===== src/hw/rtl/sm3_pkg.sv =====
// ----------------------------------------------------------------------------
// SM3 package
// Shared types, constants and round functions of the SM3 hash engine.
// ----------------------------------------------------------------------------
package sm3_pkg;

    localparam int WORD_W = 32;
    localparam int QUEUE_DEPTH = 4;

    localparam logic [31:0] TJ_LOW = 32'h79cc4519;
    localparam logic [31:0] TJ_HIGH = 32'h7a879d8a;
    localparam logic [31:0] PAD_WORD = 32'h80000000;

    localparam logic [31:0] SM3_IV [8] = '{
        32'h7380166F, 32'h4914B2B9, 32'h172442D7, 32'hDA8A0600,
        32'hA96F30BC, 32'h163138AA, 32'hE38DEE4D, 32'hB0FB0E4E
    };

    typedef struct packed {
        logic [31:0] word;
        logic [2:0]  count;
        logic        last;
    } item_t;

    function automatic logic [31:0] rotl(input logic [31:0] x, input logic [4:0] n);
        logic [63:0] d;
        d = {x, x} << n;
        return d[63:32];
    endfunction

    function automatic logic [31:0] perm0(input logic [31:0] x);
        return x ^ rotl(x, 5'd9) ^ rotl(x, 5'd17);
    endfunction

    function automatic logic [31:0] perm1(input logic [31:0] x);
        return x ^ rotl(x, 5'd15) ^ rotl(x, 5'd23);
    endfunction

endpackage


===== src/hw/rtl/sm3_if.sv =====
// ----------------------------------------------------------------------------
// SM3 stream interfaces
// Valid/ready channels for message words and digest words.
// ----------------------------------------------------------------------------
interface sm3_msg_if;
    logic        valid;
    logic        ready;
    logic [31:0] message_word;
    logic [2:0]  byte_count;
    logic        final_word;
    modport source (output valid, message_word, byte_count, final_word, input ready);
    modport sink (input valid, message_word, byte_count, final_word, output ready);
endinterface

interface sm3_dig_if;
    logic        valid;
    logic        ready;
    logic [31:0] digest_word;
    logic [2:0]  digest_index;
    logic        digest_last;
    modport source (output valid, digest_word, digest_index, digest_last, input ready);
    modport sink (input valid, digest_word, digest_index, digest_last, output ready);
endinterface


===== src/hw/rtl/sm3_queue.sv =====
// ----------------------------------------------------------------------------
// SM3 item queue
// Short FIFO that parts the input front from the compression back end.
// ----------------------------------------------------------------------------
module sm3_queue #(
    parameter int DEPTH = sm3_pkg::QUEUE_DEPTH
) (
    input  logic           clk,
    input  logic           rst_n,
    input  logic           push,
    input  sm3_pkg::item_t push_item,
    output logic           full,
    input  logic           pop,
    output sm3_pkg::item_t pop_item,
    output logic           empty
);
    import sm3_pkg::*;

    localparam int AW = (DEPTH > 1) ? $clog2(DEPTH) : 1;

    item_t mem [DEPTH];
    logic [AW-1:0] wr_reg, rd_reg;
    logic [AW:0] cnt_reg;

    assign full = (cnt_reg == (AW+1)'(DEPTH));
    assign empty = (cnt_reg == '0);
    assign pop_item = mem[rd_reg];

    always_ff @(posedge clk) begin
        if (push && !full) begin
            mem[wr_reg] <= push_item;
        end
    end

    always_ff @(posedge clk or negedge rst_n) begin
        if (!rst_n) begin
            wr_reg <= '0;
            rd_reg <= '0;
            cnt_reg <= '0;
        end
        else begin
            if (push && !full) begin
                wr_reg <= (wr_reg == AW'(DEPTH - 1)) ? '0 : wr_reg + 1'b1;
            end
            if (pop && !empty) begin
                rd_reg <= (rd_reg == AW'(DEPTH - 1)) ? '0 : rd_reg + 1'b1;
            end
            cnt_reg <= cnt_reg + (AW+1)'(push && !full) - (AW+1)'(pop && !empty);
        end
    end

    a_cnt_range: assert property (@(posedge clk) disable iff (!rst_n)
        cnt_reg <= (AW+1)'(DEPTH)) else $error("queue count overflow");
    a_full_hold: assert property (@(posedge clk) disable iff (!rst_n)
        full && !pop |=> full) else $error("full dropped without pop");
    a_empty_hold: assert property (@(posedge clk) disable iff (!rst_n)
        empty && !push |=> empty) else $error("empty left without push");

endmodule


===== src/hw/rtl/sm3_core.sv =====
// ----------------------------------------------------------------------------
// SM3 compression back end
// Pads the message, buffers blocks, runs one round per cycle, emits digest.
// ----------------------------------------------------------------------------
module sm3_core (
    input  logic           clk,
    input  logic           rst_n,
    input  logic           item_valid,
    input  sm3_pkg::item_t item,
    output logic           item_pop,
    sm3_dig_if.source      dig
);
    import sm3_pkg::*;

    typedef enum logic [5:0] {
        S_IDLE  = 6'b000001,
        S_PAD   = 6'b000010,
        S_EXP   = 6'b000100,
        S_ROUND = 6'b001000,
        S_FOLD  = 6'b010000,
        S_OUT   = 6'b100000
    } state_t;

    state_t state_reg, state_next;
    logic [31:0] cv_reg [8];
    logic [31:0] v_reg [8];
    logic [31:0] w_reg [16];
    logic [3:0]  wib_reg;
    logic [63:0] len_reg;
    logic [5:0]  rnd_reg;
    logic        fin_reg;
    logic [1:0]  pad_reg;
    logic [2:0]  oidx_reg;

    logic [2:0]  cnt_eff;
    logic [31:0] pad_word;
    logic        push_en;
    logic [31:0] push_w;
    logic [31:0] a12, ss1, ss2, ff, gg, tt1, tt2, tj, wexp;

    always_comb begin
        cnt_eff = (item.count > 3'd4 || !item.last) ? 3'd4 : item.count;
        case (cnt_eff)
            3'd0: pad_word = 32'h80000000;
            3'd1: pad_word = {item.word[31:24], 24'h800000};
            3'd2: pad_word = {item.word[31:16], 16'h8000};
            3'd3: pad_word = {item.word[31:8], 8'h80};
            default: pad_word = item.word;
        endcase
    end

    always_comb begin
        tj = (rnd_reg < 6'd16) ? TJ_LOW : TJ_HIGH;
        a12 = rotl(v_reg[0], 5'd12);
        ss1 = rotl(a12 + v_reg[4] + rotl(tj, rnd_reg[4:0]), 5'd7);
        ss2 = ss1 ^ a12;
        if (rnd_reg < 6'd16) begin
            ff = v_reg[0] ^ v_reg[1] ^ v_reg[2];
            gg = v_reg[4] ^ v_reg[5] ^ v_reg[6];
        end
        else begin
            ff = (v_reg[0] & v_reg[1]) | (v_reg[0] & v_reg[2]) | (v_reg[1] & v_reg[2]);
            gg = (v_reg[4] & v_reg[5]) | (~v_reg[4] & v_reg[6]);
        end
        tt1 = ff + v_reg[3] + ss2 + (w_reg[0] ^ w_reg[4]);
        tt2 = gg + v_reg[7] + ss1 + w_reg[0];
        wexp = perm1(w_reg[0] ^ w_reg[7] ^ rotl(w_reg[13], 5'd15))
             ^ rotl(w_reg[3], 5'd7) ^ w_reg[10];
    end

    // Word source of the buffer: input items in IDLE, padding words in PAD.
    always_comb begin
        push_en = 1'b0;
        push_w = '0;
        item_pop = 1'b0;
        state_next = state_reg;
        case (state_reg)
            S_IDLE: begin
                if (item_valid) begin
                    item_pop = 1'b1;
                    push_en = 1'b1;
                    push_w = pad_word;
                    if (wib_reg == 4'd15) begin
                        state_next = S_EXP;
                    end
                    else if (item.last) begin
                        state_next = S_PAD;
                    end
                end
            end
            S_PAD: begin
                push_en = 1'b1;
                if (pad_reg == 2'd1) begin
                    push_w = PAD_WORD;
                end
                else if (wib_reg == 4'd14 && pad_reg == 2'd0) begin
                    push_w = len_reg[63:32];
                end
                else if (wib_reg == 4'd15 && pad_reg == 2'd2) begin
                    push_w = len_reg[31:0];
                end
                if (wib_reg == 4'd15) begin
                    state_next = S_EXP;
                end
            end
            S_EXP: state_next = S_ROUND;
            S_ROUND: if (rnd_reg == 6'd63) state_next = S_FOLD;
            S_FOLD: begin
                if (fin_reg && pad_reg == 2'd3) state_next = S_OUT;
                else if (fin_reg) state_next = S_PAD;
                else state_next = S_IDLE;
            end
            S_OUT: if (dig.ready && oidx_reg == 3'd7) state_next = S_IDLE;
            default: state_next = S_IDLE;
        endcase
    end

    assign dig.valid = (state_reg == S_OUT);
    assign dig.digest_word = cv_reg[oidx_reg];
    assign dig.digest_index = oidx_reg;
    assign dig.digest_last = (oidx_reg == 3'd7);

    // pad_reg: 0 zeros/length phase, 1 pending 0x80 word, 2 length high placed,
    // 3 message done.
    always_ff @(posedge clk) begin
        if (push_en) begin
            w_reg[wib_reg] <= push_w;
        end
        else if (state_reg == S_ROUND) begin
            for (int i = 0; i < 15; i++) begin
                w_reg[i] <= w_reg[i+1];
            end
            w_reg[15] <= wexp;
        end
        if (state_reg == S_EXP) begin
            for (int i = 0; i < 8; i++) v_reg[i] <= cv_reg[i];
        end
        else if (state_reg == S_ROUND) begin
            v_reg[0] <= tt1;
            v_reg[1] <= v_reg[0];
            v_reg[2] <= rotl(v_reg[1], 5'd9);
            v_reg[3] <= v_reg[2];
            v_reg[4] <= perm0(tt2);
            v_reg[5] <= v_reg[4];
            v_reg[6] <= rotl(v_reg[5], 5'd19);
            v_reg[7] <= v_reg[6];
        end
    end

    always_ff @(posedge clk or negedge rst_n) begin
        if (!rst_n) begin
            state_reg <= S_IDLE;
            for (int i = 0; i < 8; i++) cv_reg[i] <= SM3_IV[i];
            wib_reg <= '0;
            len_reg <= '0;
            rnd_reg <= '0;
            fin_reg <= 1'b0;
            pad_reg <= '0;
            oidx_reg <= '0;
        end
        else begin
            state_reg <= state_next;
            if (push_en) begin
                wib_reg <= wib_reg + 1'b1;
            end
            if (state_reg == S_IDLE && item_valid) begin
                len_reg <= len_reg + {58'd0, cnt_eff, 3'd0};
                if (item.last) begin
                    fin_reg <= 1'b1;
                    pad_reg <= (cnt_eff == 3'd4) ? 2'd1 : 2'd0;
                end
            end
            if (state_reg == S_PAD) begin
                if (pad_reg == 2'd1) pad_reg <= 2'd0;
                else if (wib_reg == 4'd15 && pad_reg == 2'd2) pad_reg <= 2'd3;
                else if (wib_reg == 4'd14 && pad_reg == 2'd0) pad_reg <= 2'd2;
            end
            if (state_reg == S_ROUND) rnd_reg <= rnd_reg + 1'b1;
            if (state_reg == S_FOLD) begin
                for (int i = 0; i < 8; i++) cv_reg[i] <= cv_reg[i] ^ v_reg[i];
            end
            if (state_reg == S_OUT && dig.ready) begin
                oidx_reg <= oidx_reg + 1'b1;
                if (oidx_reg == 3'd7) begin
                    for (int i = 0; i < 8; i++) cv_reg[i] <= SM3_IV[i];
                    wib_reg <= '0;
                    len_reg <= '0;
                    fin_reg <= 1'b0;
                    pad_reg <= '0;
                end
            end
        end
    end

    a_pop_idle: assert property (@(posedge clk) disable iff (!rst_n)
        item_pop |-> state_reg == S_IDLE) else $error("pop outside idle");
    a_round_wrap: assert property (@(posedge clk) disable iff (!rst_n)
        state_reg == S_FOLD |-> rnd_reg == 6'd0) else $error("round count off");
    a_out_fin: assert property (@(posedge clk) disable iff (!rst_n)
        state_reg == S_OUT |-> fin_reg && pad_reg == 2'd3) else $error("early digest");

endmodule


===== src/hw/rtl/sm3_hash_engine.sv =====
// ----------------------------------------------------------------------------
// SM3 hash engine
// Streaming SM3 hash: message words in, eight digest words out per message.
// ----------------------------------------------------------------------------
// Message words enter on msg, each with a count of valid leading bytes and a
// flag on the final word. A four-entry queue holds words ahead of the back
// end, which buffers sixteen words a block and runs one compression round per
// cycle. Each block is buffered, loaded into the working registers, run
// through 64 rounds by the single round unit and folded into the chaining
// value. On a final word the back end writes the padding words one a cycle,
// runs one or two more blocks and then offers the eight digest words on dig,
// one per accepted transfer, index 0 first. A stalled receiver holds the
// digest; the queue keeps taking input until it fills. After the last digest
// word the chaining value returns to the initial vector. Reset clears the
// queue and loads the initial vector at once.
// ----------------------------------------------------------------------------
module sm3_hash_engine #(
    parameter int QUEUE_DEPTH = sm3_pkg::QUEUE_DEPTH
) (
    input logic       clk,
    input logic       rst_n,
    sm3_msg_if.sink   msg,
    sm3_dig_if.source dig
);
    import sm3_pkg::*;

    item_t in_item, q_item;
    logic  q_full, q_empty, q_pop;

    assign in_item = '{word: msg.message_word, count: msg.byte_count, last: msg.final_word};
    assign msg.ready = !q_full;

    sm3_queue #(.DEPTH(QUEUE_DEPTH)) u_queue (
        .clk(clk), .rst_n(rst_n),
        .push(msg.valid), .push_item(in_item), .full(q_full),
        .pop(q_pop), .pop_item(q_item), .empty(q_empty)
    );

    sm3_core u_core (
        .clk(clk), .rst_n(rst_n),
        .item_valid(!q_empty), .item(q_item), .item_pop(q_pop),
        .dig(dig)
    );

endmodule

===== src/flat_wrapper.sv =====
// flat-port wrapper written by rule: the top's interface ports become plain ports
module sm3_hash_engine_flat import sm3_pkg::*;
#(
    parameter int QUEUE_DEPTH = sm3_pkg::QUEUE_DEPTH
)
  (clk, rst_n, msg_valid, msg_message_word, msg_byte_count, msg_final_word, msg_ready, dig_valid, dig_digest_word, dig_digest_index, dig_digest_last, dig_ready);
  sm3_msg_if msg_i ();
  sm3_dig_if dig_i ();
  input logic clk;
  input logic rst_n;
  input wire logic [$bits(msg_i.valid)-1:0] msg_valid;
  input wire logic [$bits(msg_i.message_word)-1:0] msg_message_word;
  input wire logic [$bits(msg_i.byte_count)-1:0] msg_byte_count;
  input wire logic [$bits(msg_i.final_word)-1:0] msg_final_word;
  output wire logic [$bits(msg_i.ready)-1:0] msg_ready;
  output wire logic [$bits(dig_i.valid)-1:0] dig_valid;
  output wire logic [$bits(dig_i.digest_word)-1:0] dig_digest_word;
  output wire logic [$bits(dig_i.digest_index)-1:0] dig_digest_index;
  output wire logic [$bits(dig_i.digest_last)-1:0] dig_digest_last;
  input wire logic [$bits(dig_i.ready)-1:0] dig_ready;
  assign msg_i.valid = msg_valid;
  assign msg_i.message_word = msg_message_word;
  assign msg_i.byte_count = msg_byte_count;
  assign msg_i.final_word = msg_final_word;
  assign msg_ready = msg_i.ready;
  assign dig_valid = dig_i.valid;
  assign dig_digest_word = dig_i.digest_word;
  assign dig_digest_index = dig_i.digest_index;
  assign dig_digest_last = dig_i.digest_last;
  assign dig_i.ready = dig_ready;
  sm3_hash_engine #(.QUEUE_DEPTH(QUEUE_DEPTH)) u_core (.clk(clk), .rst_n(rst_n), .msg(msg_i), .dig(dig_i));
endmodule

===== config.mk =====
export PLATFORM = sky130hd
export DESIGN_NAME = sm3_hash_engine_flat
export DESIGN_NICKNAME = d
export VERILOG_FILES = /design/src/hw/rtl/sm3_pkg.sv /design/src/hw/rtl/sm3_if.sv /design/src/hw/rtl/sm3_queue.sv /design/src/hw/rtl/sm3_core.sv /design/src/hw/rtl/sm3_hash_engine.sv /design/src/flat_wrapper.sv
export SDC_FILE = /design/constraint.sdc
export NUM_CORES = 2
export LEC_CHECK = 0
export BUFFER_PORTS_ARGS = -buffer_cell sky130_fd_sc_hd__buf_2
export CORE_MARGIN = 1.5
export CORE_UTILIZATION = 46
export CTS_CLUSTER_SIZE = 30
export DETAILED_ROUTE_END_ITERATION = 10
export SYNTH_ARGS = -nofsm -noshare
export SYNTH_HDL_FRONTEND = slang
export SYNTH_SLANG_ARGS = --single-unit

===== constraint.sdc =====
create_clock -name clk -period 8.5 [get_ports clk]
set_input_delay 0.85 -clock clk [delete_from_list [all_inputs] [get_ports clk]]
set_output_delay 0.85 -clock clk [all_outputs]
set_load 0.02 [all_outputs]

==> results.md <==
STA:
- The post-route minimum period is between 8 and 9 ns.
- The transition at the pin with the smallest max-transition slack is between 1 and 1.5 ns.
- The part of the cycle the worst path needs is between 90% and 100%.
- Measured against its own limit, the worst slew margin works out to approximately 14%.
- The fmax is between 100 and 150 MHz.
- The final setup violation count is 0.
- The post-route clock skew is a little over 0.05 ns.
- The final count of hold timing violations is 0.
- The max-slew violation total from the final report is 0.

Logic synthesis:
- The most instantiated flip-flop cell in the synthesis netlist is sky130_fd_sc_hd__edfxtp_1.
- After synthesis the netlist holds a flip-flop and latch count of 1,258.
- The synthesized netlist contains about 90 unique library cells.
- Of the post-synthesis cell area, the dominant cell type holds 39.8%.
- The post-synthesis instance total is slightly below 6,000.
- For this run, asynchronously set or reset flops after synthesis account for between 20 and 30%.
- The count of yosys warnings during synthesis is 0.
- The dominant cell type by area after synthesis is sky130_fd_sc_hd__edfxtp_1.
- Averaged over all synthesized cells, the footprint is 11.7 um^2.
- The most instantiated library cell after synthesis is sky130_fd_sc_hd__edfxtp_1.
- The number of nets produced by synthesis is slightly above 6,000.
- In the post-synthesis netlist, the biggest area contributors are sky130_fd_sc_hd__edfxtp_1 40%, sky130_fd_sc_hd__dfrtp_1 8.2%, sky130_fd_sc_hd__a21o_1 6.0%, sky130_fd_sc_hd__fa_1 5.5%, sky130_fd_sc_hd__dfstp_2 4.6%.
- Sequential cells were found to cover a little over half of the synthesized design area.
- Summing every instance area after synthesis gives around 69,000 um^2.
- The count of flip-flops with a built-in enable after synthesis is a little over 900.
- Counting instances in the post-synthesis netlist gives the leading cell types as 912 x sky130_fd_sc_hd__edfxtp_1, 696 x sky130_fd_sc_hd__nand2_1, 550 x sky130_fd_sc_hd__a21o_1.

Finish:
- The flip-flop count of the largest register, all copies and words added is 512.
- The area occupied by registers is 36,200 um^2.
- The fill cell instance count of the final layout is around 13,000.
- Compared with the post-synthesis result, the final layout area differs by 13.0%.
- The post-route core utilization is 52.5%.
- The number of nets at the end of the flow is about 6,400.
- The total area of multi-input combinational cells is around 31,000 um^2.
- The proportion of layout cells with a drive suffix above 1 is between 10% and 20%.

Floorplanning:
- between 70 and 80 I/O pins were placed.
- The initial utilization of the core area, before any placement, comes to about 46%.
- The overall die height is 390 um.
- The floorplan step defined a core boundary enclosing 148,000 um^2.
- The die area is between 150,000 and 200,000 um^2.
- Measured along the x axis, the die boundary spans 390 um.
- The floorplan has between 100 and 150 rows.

Worst hold path:
- In this run the worst hold path is classified as in -> async.

Clock tree:
- The number of buffers added by the clock tree synthesis step is between 100 and 150.
- In this run the deepest clock path goes through 3 buffers.
- TritonCTS built the clock tree.
- The clock net in this run drives a total of around 1,300 sinks.
- The clock edge transition at the registers on the reported setup and hold paths is ~0.060 ns.
- The clock latency of the later-clocked register in the worst-skew pair is approximately 0.79 ns.
- The clock tree root driver cell is sky130_fd_sc_hd__clkbuf_16.
- CTS built an H-tree with a depth of 4.

Worst setup path:
- The cell type of the slowest stage on the worst timing path is sky130_fd_sc_hd__fa_1.
- STA classifies the critical path endpoint as a register.
- STA classifies the critical path startpoint as a register.
- For the worst setup path, the data required time is 9.12 ns.
- The arrival time of the worst setup path is 8.89 ns.
- In this run the worst path has a maximum fanout of 6.
- By startpoint and endpoint, the worst setup path is classified as reg -> reg.
- The worst register-to-register path has a setup slack of roughly 0.23 ns.
- The delay of the slowest cell on the worst path is around 0.49 ns.

Global routing:
- The number of global-route vias before repair is around 46,000.
- The maximum number of pins on one net before global-route repair is 238.
- The initial antenna violation count is 14.
- Across every metal layer, demand over resource in global routing totals ~29%.
- The leftover overflow at the end of global routing is 0.
- The first-pass GRT wire length is 323,000 um.

Route:
- After detailed routing, the number of remaining DRC violations is 0.
- The total via count after detailed routing is between 40,000 and 50,000.
- The remaining antenna violation count is 0.
- The mean number of vias per cell is 5.84.
- The iteration count of the initial detailed-routing pass is 6.
- After detailed routing, the total wire length is between 200,000 and 250,000 um.
- The average wire per standard cell is around 28 um.
- After the first detailed-routing iteration, the DRC count stood at 4,511.

Run:
- Max-cap violations in this run came to 0.

Run status:
- The run finished with clean final reports.

Placed design:
- The final weighted congestion in routability-driven placement is around 1.0.
- Buffers placed on the I/O ports in this run total between 70 and 80.
- The final HPWL from detailed placement is roughly 160,000 um.
-- layout by cell type (no fill, tap or decap), types with 109 or more instances in the layout --
| master | instances |
|---|---|
| sky130_fd_sc_hd__dfrtp_1 | 221 |
| sky130_fd_sc_hd__nand2_1 | 680 |
| sky130_fd_sc_hd__a21o_1 | 550 |
| sky130_fd_sc_hd__clkbuf_16 | 144 |
| sky130_fd_sc_hd__mux2_2 | 112 |
| sky130_fd_sc_hd__fa_1 | 188 |
| sky130_fd_sc_hd__a21oi_1 | 252 |
| sky130_fd_sc_hd__nor2_1 | 297 |
| sky130_fd_sc_hd__dfstp_2 | 120 |
| sky130_fd_sc_hd__edfxtp_1 | 912 |
| sky130_fd_sc_hd__ha_1 | 109 |
| sky130_fd_sc_hd__xor2_1 | 293 |
| sky130_fd_sc_hd__buf_4 | 228 |
| sky130_fd_sc_hd__xnor2_1 | 306 |
| sky130_fd_sc_hd__inv_1 | 329 |
| sky130_fd_sc_hd__o21ai_0 | 344 |
| sky130_fd_sc_hd__and3_1 | 142 |
-- timing repair --
item                                    4_1_cts  5_1_grt
endpoints found under the setup margin        8       53
setup buffers                                 1        7
hold buffers                                  0        0
pin swaps                                     3       35
resized for setup                             5       81
-- path summary, 6_finish.rpt --
| check | from | to | depth (start not counted) |
|---|---|---|---|
| hold reg to reg | u_core.u_core.len_reg[63] | u_core.u_core.len_reg[63] | 1 |
| setup / recovery | u_core.u_core.rnd_reg[4] | u_core.u_core.v_reg[1][4] | 34 |
| setup reg to reg | u_core.u_core.rnd_reg[4] | u_core.u_core.v_reg[1][4] | 34 |
| max in group asynchronous | rst_n | u_core.u_core.cv_reg[245] | 2 |
| min in group clk | msg_message_word[11] | u_core.u_queue.mem[1][15] | 1 |
| hold / removal | rst_n | u_core.u_core.cv_reg[102] | 1 |
-- cells by family after synthesis --
group / after synthesis / synth area share, %
AO/OA/AOI/OAI: 1400 / 13.2
XOR/XNOR: 619 / 7.98
adder cells (fa/ha/maj): 304 / 7.60
buffers and inverters: 639 / 3.57
flip-flops: 1258 / 52.6
multiplexers: 301 / 6.41
AND/OR/NAND/NOR: 1337 / 8.61
-- layout make-up --
cell class	count	share of cell area, %
flip-flops and latches	1258	46.6
multi-input cells	3961	39.5
clock buffers	203	5.10
well taps	1930	3.11
repair buffers	315	2.97
inverters	334	1.62
clock inverters	60	1.07
diodes	5	0.0161
-- metrics by stage --
step | cells | setup slack, ns | TNS (ns) | hold WS (ns) | area, um^2
global route | 8061 | -0.0369 | -0.326 | 0.0942 | 77700
detailed placement | 7791 | -0.104 | -0.193 | 0.477 | 72500
finish | 8066 | 0.235 | 0 | 0.0805 | 77700
floorplan | 5858 | 0.0105 | 0 | 0.444 | 68900
CTS | 8055 | 0.0107 | 0 | 0.0686 | 77300
global placement | 7791 | 0.0789 | 0 | 0.477 | 72500
-- critical path: cells and delay by family (launching register included) --
kind / cells / cell delay, ns
buffers and inverters: 4 / 0.29
adders and majority gates: 7 / 2.42
xor gates and xnor gates: 3 / 0.62
and+or+nand+nor: 2 / 0.28
DFF: 1 / 0.42
muxes: 1 / 0.29
AOI/OAI and AO/OA: 17 / 3.80
-- routing by layer --
metal	GRT usage, %	vias up	part of all wire [%]
met4	14.2	8	5.5
met1	38.0	24100	40
met2	47.4	1635	48
met5	0	-	0.023
met3	5.31	385	6.5
li1	-	21000	-
Power is not shown: default switching activity piles up to over one toggle a cycle in this logic, so the estimate is an artifact.
